===== src/lkvc_pkg.sv =====
// lkvc_pkg: shared constants, types and controller commands for the lru key-value cache
// no dependencies; used by lkvc_ctrl, lkvc_datapath and lru_key_value_cache_unit
`timescale 1ns / 1ps
`default_nettype none

package lkvc_pkg;

    // field widths fixed by the item format
    localparam int KEY_W   = 32;
    localparam int VALUE_W = 64;

    // default number of entries
    localparam int DEFAULT_CAPACITY = 4;

    // operation codes
    localparam logic OP_GET = 1'b0;
    localparam logic OP_PUT = 1'b1;

    // controller states
    typedef enum logic [1:0] {
        ST_IDLE,
        ST_SEARCH,
        ST_UPDATE
    } ctrl_state_t;

    // commands from controller to datapath
    typedef struct packed {
        logic load;    // capture the input item
        logic search;  // compare keys, pick the entry, read its value
        logic update;  // write the entry, age the others, register the result
    } ctrl_cmd_t;

endpackage

`default_nettype wire


===== src/lkvc_ctrl.sv =====
// lkvc_ctrl: controller state machine sequencing one cache operation at a time
// depends on lkvc_pkg (state enum, command struct)
`timescale 1ns / 1ps
`default_nettype none

module lkvc_ctrl (
    input  wire logic                clk,
    input  wire logic                rst_n,
    input  wire logic                start,
    output logic                     busy,
    output lkvc_pkg::ctrl_cmd_t      cmd
);

    lkvc_pkg::ctrl_state_t state_reg;
    lkvc_pkg::ctrl_state_t state_next;

    // state register
    always_ff @(posedge clk or negedge rst_n)
    begin
        if (!rst_n)
        begin
            state_reg <= lkvc_pkg::ST_IDLE;
        end
        else
        begin
            state_reg <= state_next;
        end
    end

    // next state
    always_comb
    begin
        state_next = state_reg;
        unique case (state_reg)
            lkvc_pkg::ST_IDLE:
            begin
                if (start)
                begin
                    state_next = lkvc_pkg::ST_SEARCH;
                end
            end
            lkvc_pkg::ST_SEARCH:
            begin
                state_next = lkvc_pkg::ST_UPDATE;
            end
            lkvc_pkg::ST_UPDATE:
            begin
                state_next = lkvc_pkg::ST_IDLE;
            end
            default:
            begin
                state_next = lkvc_pkg::ST_IDLE;
            end
        endcase
    end

    // command and status outputs
    always_comb
    begin
        cmd  = '0;
        busy = 1'b1;
        unique case (state_reg)
            lkvc_pkg::ST_IDLE:
            begin
                busy     = 1'b0;
                cmd.load = start;
            end
            lkvc_pkg::ST_SEARCH:
            begin
                cmd.search = 1'b1;
            end
            lkvc_pkg::ST_UPDATE:
            begin
                cmd.update = 1'b1;
            end
            default:
            begin
                busy = 1'b1;
            end
        endcase
    end

endmodule

`default_nettype wire


===== src/lkvc_datapath.sv =====
// lkvc_datapath: key lanes with parallel compare, age ranks, value memory and result registers
// depends on lkvc_pkg (widths, operation codes, command struct)
`timescale 1ns / 1ps
`default_nettype none

module lkvc_datapath #(
    parameter int CAPACITY = lkvc_pkg::DEFAULT_CAPACITY
) (
    input  wire logic                                clk,
    input  wire logic                                rst_n,
    input  wire lkvc_pkg::ctrl_cmd_t                 cmd,
    input  wire logic                                operation,
    input  wire logic signed [lkvc_pkg::KEY_W-1:0]   key,
    input  wire logic [lkvc_pkg::VALUE_W-1:0]        write_value,
    output logic                                     done,
    output logic                                     hit,
    output logic [lkvc_pkg::VALUE_W-1:0]             read_value,
    output logic                                     evicted,
    output logic signed [lkvc_pkg::KEY_W-1:0]        evicted_key
);

    localparam int IDX_W  = (CAPACITY > 1) ? $clog2(CAPACITY) : 1;
    localparam int RANK_W = IDX_W;
    localparam logic [RANK_W-1:0] OLDEST_RANK = RANK_W'(CAPACITY - 1);

    // captured input item
    logic                          op_reg;
    logic [lkvc_pkg::KEY_W-1:0]    key_reg;
    logic [lkvc_pkg::VALUE_W-1:0]  wval_reg;

    // per-entry lanes
    logic [CAPACITY-1:0]           valid_reg;
    logic [lkvc_pkg::KEY_W-1:0]    ekey_reg  [CAPACITY];
    logic [RANK_W-1:0]             rank_reg  [CAPACITY];
    logic [RANK_W-1:0]             rank_next [CAPACITY];

    // value store
    logic [lkvc_pkg::VALUE_W-1:0]  value_mem [CAPACITY];
    logic [lkvc_pkg::VALUE_W-1:0]  rd_data_reg;

    // search results
    logic                          match_any;
    logic [IDX_W-1:0]              match_idx;
    logic                          free_any;
    logic [IDX_W-1:0]              free_idx;
    logic [IDX_W-1:0]              victim_idx;
    logic [IDX_W-1:0]              sel_idx;

    logic                          hit_reg;
    logic                          free_reg;
    logic [IDX_W-1:0]              idx_reg;
    logic [lkvc_pkg::KEY_W-1:0]    vkey_reg;

    // result registers
    logic                          done_reg;
    logic                          hit_out_reg;
    logic [lkvc_pkg::VALUE_W-1:0]  rval_out_reg;
    logic                          evict_out_reg;
    logic [lkvc_pkg::KEY_W-1:0]    ekey_out_reg;

    logic                          is_put;
    logic                          touch;
    logic                          was_valid;
    logic [RANK_W-1:0]             old_rank;

    // capture the item on transfer
    always_ff @(posedge clk)
    begin
        if (cmd.load)
        begin
            op_reg   <= operation;
            key_reg  <= key;
            wval_reg <= write_value;
        end
    end

    // parallel key compare with first-match, first-free and oldest-entry encoders
    always_comb
    begin
        match_any  = 1'b0;
        match_idx  = '0;
        free_any   = 1'b0;
        free_idx   = '0;
        victim_idx = '0;
        for (int i = CAPACITY - 1; i >= 0; i--)
        begin
            if (valid_reg[i] && (ekey_reg[i] == key_reg))
            begin
                match_any = 1'b1;
                match_idx = IDX_W'(i);
            end
            if (!valid_reg[i])
            begin
                free_any = 1'b1;
                free_idx = IDX_W'(i);
            end
            if (rank_reg[i] == OLDEST_RANK)
            begin
                victim_idx = IDX_W'(i);
            end
        end
    end

    // entry chosen for this operation
    always_comb
    begin
        priority if (match_any)
        begin
            sel_idx = match_idx;
        end
        else if (free_any)
        begin
            sel_idx = free_idx;
        end
        else
        begin
            sel_idx = victim_idx;
        end
    end

    // register search outcome
    always_ff @(posedge clk)
    begin
        if (cmd.search)
        begin
            hit_reg  <= match_any;
            free_reg <= free_any;
            idx_reg  <= sel_idx;
            vkey_reg <= ekey_reg[victim_idx];
        end
    end

    // value memory: registered read during search, write during update
    always_ff @(posedge clk)
    begin
        if (cmd.search)
        begin
            rd_data_reg <= value_mem[sel_idx];
        end
        if (cmd.update && is_put)
        begin
            value_mem[idx_reg] <= wval_reg;
        end
    end

    assign is_put    = (op_reg == lkvc_pkg::OP_PUT);
    assign touch     = hit_reg || is_put;
    assign was_valid = valid_reg[idx_reg];
    assign old_rank  = rank_reg[idx_reg];

    // age ranks: touched entry newest; younger valid ones (all on a fill) grow one older
    always_comb
    begin
        for (int i = 0; i < CAPACITY; i++)
        begin
            rank_next[i] = rank_reg[i];
            if (IDX_W'(i) == idx_reg)
            begin
                rank_next[i] = '0;
            end
            else if (valid_reg[i] && (!was_valid || (rank_reg[i] < old_rank)))
            begin
                rank_next[i] = rank_reg[i] + RANK_W'(1);
            end
        end
    end

    // valid bits and ranks
    always_ff @(posedge clk or negedge rst_n)
    begin
        if (!rst_n)
        begin
            valid_reg <= '0;
            for (int i = 0; i < CAPACITY; i++)
            begin
                rank_reg[i] <= '0;
            end
        end
        else if (cmd.update && touch)
        begin
            valid_reg[idx_reg] <= 1'b1;
            for (int i = 0; i < CAPACITY; i++)
            begin
                rank_reg[i] <= rank_next[i];
            end
        end
    end

    // key lanes written on a put miss
    always_ff @(posedge clk)
    begin
        if (cmd.update && is_put && !hit_reg)
        begin
            ekey_reg[idx_reg] <= key_reg;
        end
    end

    // result registers
    always_ff @(posedge clk)
    begin
        if (cmd.update)
        begin
            hit_out_reg   <= hit_reg;
            rval_out_reg  <= (hit_reg && !is_put) ? rd_data_reg : '0;
            evict_out_reg <= is_put && !hit_reg && !free_reg;
            ekey_out_reg  <= (is_put && !hit_reg && !free_reg) ? vkey_reg : '0;
        end
    end

    // result strobe
    always_ff @(posedge clk or negedge rst_n)
    begin
        if (!rst_n)
        begin
            done_reg <= 1'b0;
        end
        else
        begin
            done_reg <= cmd.update;
        end
    end

    assign done        = done_reg;
    assign hit         = hit_out_reg;
    assign read_value  = rval_out_reg;
    assign evicted     = evict_out_reg;
    assign evicted_key = signed'(ekey_out_reg);

endmodule

`default_nettype wire


===== src/lru_key_value_cache_unit.sv =====
// lru_key_value_cache_unit: top level of the fully associative lru key-value cache
// depends on lkvc_pkg, lkvc_ctrl and lkvc_datapath
//
// channel   signals                                   transfer condition
// -------   ---------------------------------------   ---------------------------
// command   start, busy, operation, key, write_value  start high while busy low
// result    done, hit, read_value, evicted,           done high, one cycle
//           evicted_key
//
// each operation runs through transfer, key search with value read,
// and update; the result strobe appears in the cycle after the update,
// together with busy falling, so a new command may be issued in that cycle.
// reset clears all valid bits and ranks; key and value storage are not cleared.
// the receiver cannot stall results.
`timescale 1ns / 1ps
`default_nettype none

module lru_key_value_cache_unit #(
    parameter int CAPACITY = lkvc_pkg::DEFAULT_CAPACITY
) (
    input  wire logic                                clk,
    input  wire logic                                rst_n,
    input  wire logic                                start,
    output logic                                     busy,
    input  wire logic                                operation,
    input  wire logic signed [lkvc_pkg::KEY_W-1:0]   key,
    input  wire logic [lkvc_pkg::VALUE_W-1:0]        write_value,
    output logic                                     done,
    output logic                                     hit,
    output logic [lkvc_pkg::VALUE_W-1:0]             read_value,
    output logic                                     evicted,
    output logic signed [lkvc_pkg::KEY_W-1:0]        evicted_key
);

    lkvc_pkg::ctrl_cmd_t cmd;

    // sequencing
    lkvc_ctrl u_ctrl (
        .clk   (clk),
        .rst_n (rst_n),
        .start (start),
        .busy  (busy),
        .cmd   (cmd)
    );

    // storage, search and result
    lkvc_datapath #(
        .CAPACITY (CAPACITY)
    ) u_datapath (
        .clk         (clk),
        .rst_n       (rst_n),
        .cmd         (cmd),
        .operation   (operation),
        .key         (key),
        .write_value (write_value),
        .done        (done),
        .hit         (hit),
        .read_value  (read_value),
        .evicted     (evicted),
        .evicted_key (evicted_key)
    );

endmodule

`default_nettype wire


===== config.mk =====
export PLATFORM = sky130hd
export DESIGN_NAME = lru_key_value_cache_unit
export DESIGN_NICKNAME = d
export VERILOG_FILES = /design/src/lkvc_pkg.sv /design/src/lkvc_ctrl.sv /design/src/lkvc_datapath.sv /design/src/lru_key_value_cache_unit.sv
export SDC_FILE = /design/constraint.sdc
export NUM_CORES = 1
export LEC_CHECK = 0
export ABC_AREA = 1
export BUFFER_PORTS_ARGS = -buffer_cell sky130_fd_sc_hd__buf_2
export CAP_MARGIN = 20
export CORE_MARGIN = 2
export CORE_UTILIZATION = 25
export DETAILED_ROUTE_END_ITERATION = 8
export SLEW_MARGIN = 40
export SYNTH_ARGS = -nofsm -noshare
export SYNTH_HDL_FRONTEND = slang
export SYNTH_SLANG_ARGS = --single-unit
export TNS_END_PERCENT = 1

===== constraint.sdc =====
create_clock -name clk -period 9.2 [get_ports clk]
set_clock_uncertainty 0.1 [all_clocks]
set_input_delay 0 -clock clk [delete_from_list [all_inputs] [get_ports clk]]
set_output_delay 0 -clock clk [all_outputs]
set_load 0.1 [all_outputs]

==> impl_metrics.json, run 1 <==
{
  "clock_sinks": 694,
  "worst_ep_arrival_time_ns": 4.75,
  "clock_path_buffers": 3,
  "place.gp.congestion": 0.839,
  "synthArstFlopShare_pct": 2.16,
  "drive_above_1_share_pct": 14.3,
  "fillers": 10900,
  "grt_max_degree": 89,
  "crit_top_cell": "inv_1",
  "maxSlewHeadroom_pct": 45.6,
  "core_mm2": 0.110,
  "clk_latency_ns": 0.62,
  "worst_pin_slew_ns": 0.817,
  "dp_hpwl_mm": 42.2,
  "synth_area_mm2": 0.0277,
  "grt_overflow_total": 0,
  "path_max_fanout": 88,
  "cts_made_buffers": 72,
  "drtIter0Drc": 1305,
  "synthDistinctLibCells": 32,
  "timing.fmax_mhz": 229,
  "synth_ff_type": "edfxtp_1",
  "antenna-diode-count": 0,
  "clk_pin_slew_worst_paths_ns": 0.06,
  "drt-total-wl_mm": 69.6,
  "dr.pass1.iters": 8,
  "crit_chain": "ha_1, inv_1, a21oi_2, buf_4, nor2_4, buf_4, inv_1, o22ai_1, nand3_4, buf_12, nand2_4, buf_6, nand2_1, nand3_1, nand2_1, inv_1",
  "finalMaxSlewViolations": 0,
  "cts_root_buf": "clkbuf_16",
  "ys_seq_area_share_pct": 74.9,
  "num_rows": 122,
  "vias_per_cell": 4.19,
  "drc": 0,
  "antenna_found_initial": 4,
  "ys_ff_latch": 694,
  "fin_crit_sh_pct": 47.4,
  "finalSetupViolCount": 0,
  "cts_max_level": 3,
  "grt_usage_pct": 12.0,
  "grt_pass1_vias": 17100,
  "routedWlPerCell_um": 16.6,
  "wl_met1_mm": 31.6,
  "min_period_ns": 4.36,
  "leakagePower_uw": 0.0133,
  "io_buffer_count": 199,
  "ys_warn_count": 0,
  "synth_fp_nets": 2372,
  "pin_count": 200,
  "synth_edf_count": 679,
  "slowest_stage": "buf_6",
  "wl_met2_mm": 33.0,
  "finalHoldViolations": 0,
  "rsz0062_at_grt": "no",
  "postCtsSetupRepairBufs": 0,
  "status": "complete, no violations",
  "final_nets": 2743,
  "peakVddDrop_uv": 210,
  "total_power_uw": 9100,
  "fin_tns_setup_ns": 0,
  "dieArea_mm2": 0.114,
  "synth_area_per_cell_um2": 12.2,
  "syn-instance-count": 2264,
  "cpPeakStageDelay_ns": 0.61,
  "layout-area-overhead-vs-synth_pct": 23.8,
  "hp-class": "in2reg",
  "fp.dieH_um": 337,
  "p_per_area_mw_per_mm2": 265,
  "cts_tree": "built",
  "dr_wl_met3_mm": 3.52,
  "crit_path_end_kind": "flip-flop",
  "die_x_um": 337,
  "largest_register_ffs": 256,
  "vias": 17500,
  "top_layer": "met5",
  "start_util_pct": 25.1,
  "crit_type": "reg2reg",
  "max-cap-violations": 0,
  "ant_nets": 0,
  "start_kind": "flip-flop",
  "grt_pass1_wl_mm": 103,
  "crit_required_ns": 9.59
}
power by group:
part / internal, µW / switching [µW]
sequential: 3920 / 148
clock: 1580 / 1230
combinational: 611 / 1610
layout by cell type (no fill, tap or decap), types with 17 or more instances in the layout:
master,instances
nand2_1,459
clkbuf_16,72
o21ai_1,17
o22ai_1,26
edfxtp_1,679
dlygate4sd3_1,152
o21ai_0,73
buf_2,200
inv_2,24
a21oi_1,48
buf_4,21
nor2_1,199
inv_1,266
nand3_1,283
path summary, 6_finish.rpt:
| check | slack [ns] | endpoint | cells after the start | start |
|---|---|---|---|---|
| worst min-delay path | 0.03 | u_datapath.wval_reg[13] | 2 | write_value[13] |
| max in group asynchronous | 8.29 | u_datapath.rank_reg[3] | 4 | rst_n |
| worst min register to register | 0.39 | u_datapath.value_mem[3][11] | 0 | u_datapath.wval_reg[11] |
| worst max register to register | 4.84 | u_datapath.rd_data_reg[14] | 16 | u_datapath.rank_reg[2] |
| worst max-delay path | 4.84 | u_datapath.rd_data_reg[14] | 16 | u_datapath.rank_reg[2] |
| min in group asynchronous | 0.40 | u_datapath.rank_reg[0] | 4 | rst_n |
cells in the mapped netlist, types with 17 or more instances:
cell      instances  area [µm²]
o21ai_1          17        85.1
o22ai_1          26         163
nor2_1          211         792
edfxtp_1        679       20400
buf_2            37         185
o21ai_0          73         365
inv_2            25        93.8
a21oi_1          49         245
inv_1           266         998
clkbuf_1         27         101
nand3_1         283        1420
nand2_1         461        1730
critical path: cells and delay by family (launching register included):
family | cells | cell delay (ns)
buffers and inverters | 7 | 1.93
AND/OR/NAND/NOR | 6 | 1.19
flip-flops | 1 | 0.41
AO/OA/AOI/OAI | 2 | 0.29
adder cells (fa/ha/maj) | 1 | 0.23
metal layers:
metal / vias up / global-route usage, %
li1: 8472 / -
met1: 8502 / 16.4
met2: 447 / 19.7
met3: 98 / 1.91
met4: 4 / 3.67
met5: - / 0
repair_timing:
item,CTS,global route
resized for setup,0,0
setup endpoints to repair,0,0
hold endpoints to repair,113,15
hold buffers,152,1
cells by family (layout without fill, tap and decap cells):
kind of cell	after synthesis	after routing	synth area share (%)
compound gates	181	181	3.54
fa+ha+maj	8	8	0.361
simple gates	979	979	14.7
xor+xnor	26	26	0.822
buf+inv	376	804	5.59
flops	694	694	74.9
through the flow:
stage	hold WS, ns	instance area [µm²]	utilization (%)	worst slack [ns]	cells
after floorplan	-0.396	27700	-	0.926	2264
after global placement	-0.125	30400	27.6	4.24	3894
after detailed placement	-0.133	30500	27.6	4.84	3896
after CTS	0.00225	34300	31.1	4.80	4179
after global routing	0.00659	34300	31.1	4.44	4180
final	0.0336	34300	31.1	4.84	4180
area by class of cell:
| class | instances | area [µm²] | share of cell area, % |
|---|---|---|---|
| flip-flops and latches | 694 | 20800 | 60.6 |
| multi-input cells | 1194 | 5490 | 16.0 |
| repair buffers | 382 | 2800 | 8.16 |
| well taps | 1488 | 1860 | 5.43 |
| clock buffers | 85 | 1860 | 5.43 |
| inverters | 291 | 1090 | 3.19 |
| clock inverters | 46 | 413 | 1.20 |
Power figures use the tool's default switching activity.
==> run 2, diff against run 1 <==
--- a/config.mk
+++ b/config.mk
@@ -5,7 +5,7 @@
 export SDC_FILE = /design/constraint.sdc
 export NUM_CORES = 1
 export LEC_CHECK = 0
-export ABC_AREA = 1
+export ABC_AREA = 0
 export BUFFER_PORTS_ARGS = -buffer_cell sky130_fd_sc_hd__buf_2
 export CAP_MARGIN = 20
 export CORE_MARGIN = 2
==> constraint.sdc (replaced) <==
create_clock -name clk -period 3.6 [get_ports clk]
set_clock_uncertainty 0.1 [all_clocks]
set_input_delay 0 -clock clk [delete_from_list [all_inputs] [get_ports clk]]
set_output_delay 0 -clock clk [all_outputs]
set_load 0.1 [all_outputs]
==> run 2 against run 1 <==
  * Critical path depth is 7 lower
  * Critical endpoint is now u_datapath.rd_data_reg[46]
  * Critical path type unchanged
  * Final cell count shrank 15%
  * Worst setup slack worse by 4.7 ns
  * Global-route usage grew 0.69 points
  * Core utilization rose by 0.55 points
  * Combinational power increased by 150%
  * Highest routed layer is now met4
  * Register-to-register slack worse by 4.7 ns
  * Sequential share of layout area down 0.31 points
  * Flip-flop and latch count did not move
  * Count of clock-buffer cells in the layout stayed put
==> impl_metrics.json, run 2 <==
{
  "die_x_um": 336,
  "antenna_found_initial": 1,
  "layout_common_cells": "679 x edfxtp_1, 200 x buf_2, 168 x o21ai_0",
  "finalHoldViolations": 0,
  "num_rows": 121,
  "synth_area_leaders": "edfxtp_1 74%, a32oi_1 4.1%, o21ai_0 3.1%, xor2_1 2.8%, and2_1 2.2%",
  "fin_crit_sh_pct": 96.8,
  "peakVddDrop_uv": 387,
  "io_buffer_count": 199,
  "dp_slack_ns": 0.0947,
  "cts_made_buffers": 71,
  "synth_area_per_cell_um2": 16.5,
  "finalMaxSlewViolations": 0,
  "drtIter0Drc": 1428,
  "hp-class": "in2reg",
  "cts_root_buf": "clkbuf_16",
  "worst_ep_arrival_time_ns": 3.84,
  "max-cap-violations": 0,
  "yosysMostFrequentCell": "edfxtp_1",
  "crit_chain": "xor2_1, or4_1, nor4_1, buf_4, nand4_1, nand2_4, buf_12, a32oi_1, a32oi_1",
  "start_kind": "flip-flop",
  "crit_type": "reg2reg",
  "ys_warn_count": 0,
  "hold_ws_ns": 0.0186,
  "dr.pass1.iters": 7,
  "synth_top_cell_area_share_pct": 74.2,
  "clock_path_buffers": 3,
  "path_max_fanout": 31,
  "grt_usage_pct": 12.7,
  "cts_max_level": 3,
  "postCtsSetupRepairBufs": 0,
  "grt_pass1_wl_mm": 108,
  "p_per_area_mw_per_mm2": 676,
  "synth_ff_type": "edfxtp_1",
  "timing.fmax_mhz": 287,
  "routedWlPerCell_um": 20.9,
  "multiInputGateArea_mm2": 0.00607,
  "rsz0062_at_grt": "no",
  "cpPeakStageDelay_ns": 0.55,
  "worst_pin_slew_ns": 0.856,
  "dpl_cell_area_mm2": 0.0304,
  "rr_worst_depth": 9,
  "largest_register_ffs": 256,
  "status": "complete, no violations",
  "seq_area_mm2": 0.0208,
  "vias": 16400,
  "dieArea_mm2": 0.113,
  "ys_seq_area_share_pct": 75.5,
  "vias_per_cell": 4.63,
  "synth_fp_nets": 1777,
  "ant_nets": 0,
  "clk_latency_ns": 0.63,
  "start_util_pct": 25.2,
  "yosysTopAreaCell": "edfxtp_1",
  "grt_max_degree": 102,
  "crit_top_cell": "a32oi_1",
  "layout_commonest_cell": "edfxtp_1",
  "final_nets": 2171,
  "synth_area_mm2": 0.0275,
  "worst_slack_ns": 0.116,
  "pin_count": 200,
  "crit_path_end_kind": "flip-flop",
  "maxSlewHeadroom_pct": 42.9,
  "slowest_stage": "or4_1",
  "core_mm2": 0.109,
  "hold_depth": 2,
  "final_area_mm2": 0.0345,
  "netlist_top_cells_count": "679 x edfxtp_1, 169 x o21ai_0, 128 x a32oi_1",
  "leakagePower_uw": 0.0115,
  "finalSetupViolCount": 0,
  "synthArstFlopShare_pct": 2.16,
  "clk_pin_slew_worst_paths_ns": 0.06,
  "grt_overflow_total": 0,
  "drive_above_1_share_pct": 20.9,
  "clock_sinks": 694,
  "drt-total-wl_mm": 73.9,
  "synth_edf_count": 679,
  "syn-instance-count": 1669,
  "synthDistinctLibCells": 54,
  "layout-area-overhead-vs-synth_pct": 25.3,
  "grt_pass1_vias": 16500,
  "dp_hpwl_mm": 45.8,
  "drc": 0,
  "ys_ff_latch": 694,
  "min_period_ns": 3.48,
  "place.gp.congestion": 0.860,
  "fp.dieH_um": 336,
  "crit_required_ns": 3.96,
  "cts_tree": "built",
  "fillers": 10500
}
==> run 2: what timing repair did <==
action	CTS	global route
gates resized for setup	0	1
endpoints found under the setup margin	0	14
hold buffers	162	1
endpoints found under the hold margin	113	15
==> run 2: critical path: cells and delay by family, from the launching register on <==
kind,cells,cell delay [ns]
AND/OR/NAND/NOR,4,1.62
flip-flops,1,0.53
AO/OA/AOI/OAI,2,0.35
buffers and inverters,2,0.46
XOR/XNOR,1,0.24
==> run 2: logic make-up (layout without fill, tap and decap cells) <==
| logic type | Yosys count | in the layout | synth area share, % |
|---|---|---|---|
| xor+xnor | 131 | 131 | 4.17 |
| simple gates | 327 | 327 | 6.64 |
| compound gates | 351 | 351 | 8.48 |
| buf+inv | 115 | 567 | 3.04 |
| mux | 43 | 43 | 1.77 |
| other cells | 0 | 3 | 0 |
| flops | 694 | 694 | 75.5 |
| fa+ha+maj | 8 | 8 | 0.364 |
==> run 2: metrics by stage <==
stage	std cells	setup TNS [ns]	utilization [%]	total power, µW
floorplan	1669	-591.89	-	14400
global placement	3241	0	27.9	15600
detailed placement	3241	0	27.9	15800
CTS	3534	0	31.6	23500
global route	3536	0	31.6	24300
finish	3538	0	31.6	23300
==> run 2: report_power, final <==
part	internal (µW)	leakage, µW	switching, µW
clock network	4360	0.00117	3190
logic	1890	0.00389	3630
registers	9890	0.00639	343
==> run 2: final timing paths <==
check | from | to | slack (ns)
worst min register to register | u_datapath.wval_reg[35] | u_datapath.value_mem[1][35] | 0.39
max in group asynchronous | rst_n | u_datapath.valid_reg[3] | 2.62
worst max-delay path | u_datapath.key_reg[10] | u_datapath.rd_data_reg[46] | 0.12
min in group asynchronous | rst_n | u_datapath.rank_reg[3] | 0.48
worst max register to register | u_datapath.key_reg[10] | u_datapath.rd_data_reg[46] | 0.12
worst min-delay path | write_value[41] | u_datapath.wval_reg[41] | 0.02
==> run 2: cell type report <==
type                    instances  area share, %
diodes                          3         0.0218
clock buffers                  85           5.31
clock inverters                46           1.67
inverters                       5         0.0545
multi-input cells             860           17.6
flip-flops and latches        694           60.3
well taps                    1414           5.13
repair buffers                431           9.96
==> run 2: layer usage <==
layer	global-route usage, %	up-vias	share of wire, %
met5	0	-	0
li1	-	7391	-
met1	17.4	8360	45
met4	4.19	0	2.4
met2	20.8	523	48
met3	1.80	103	5.0
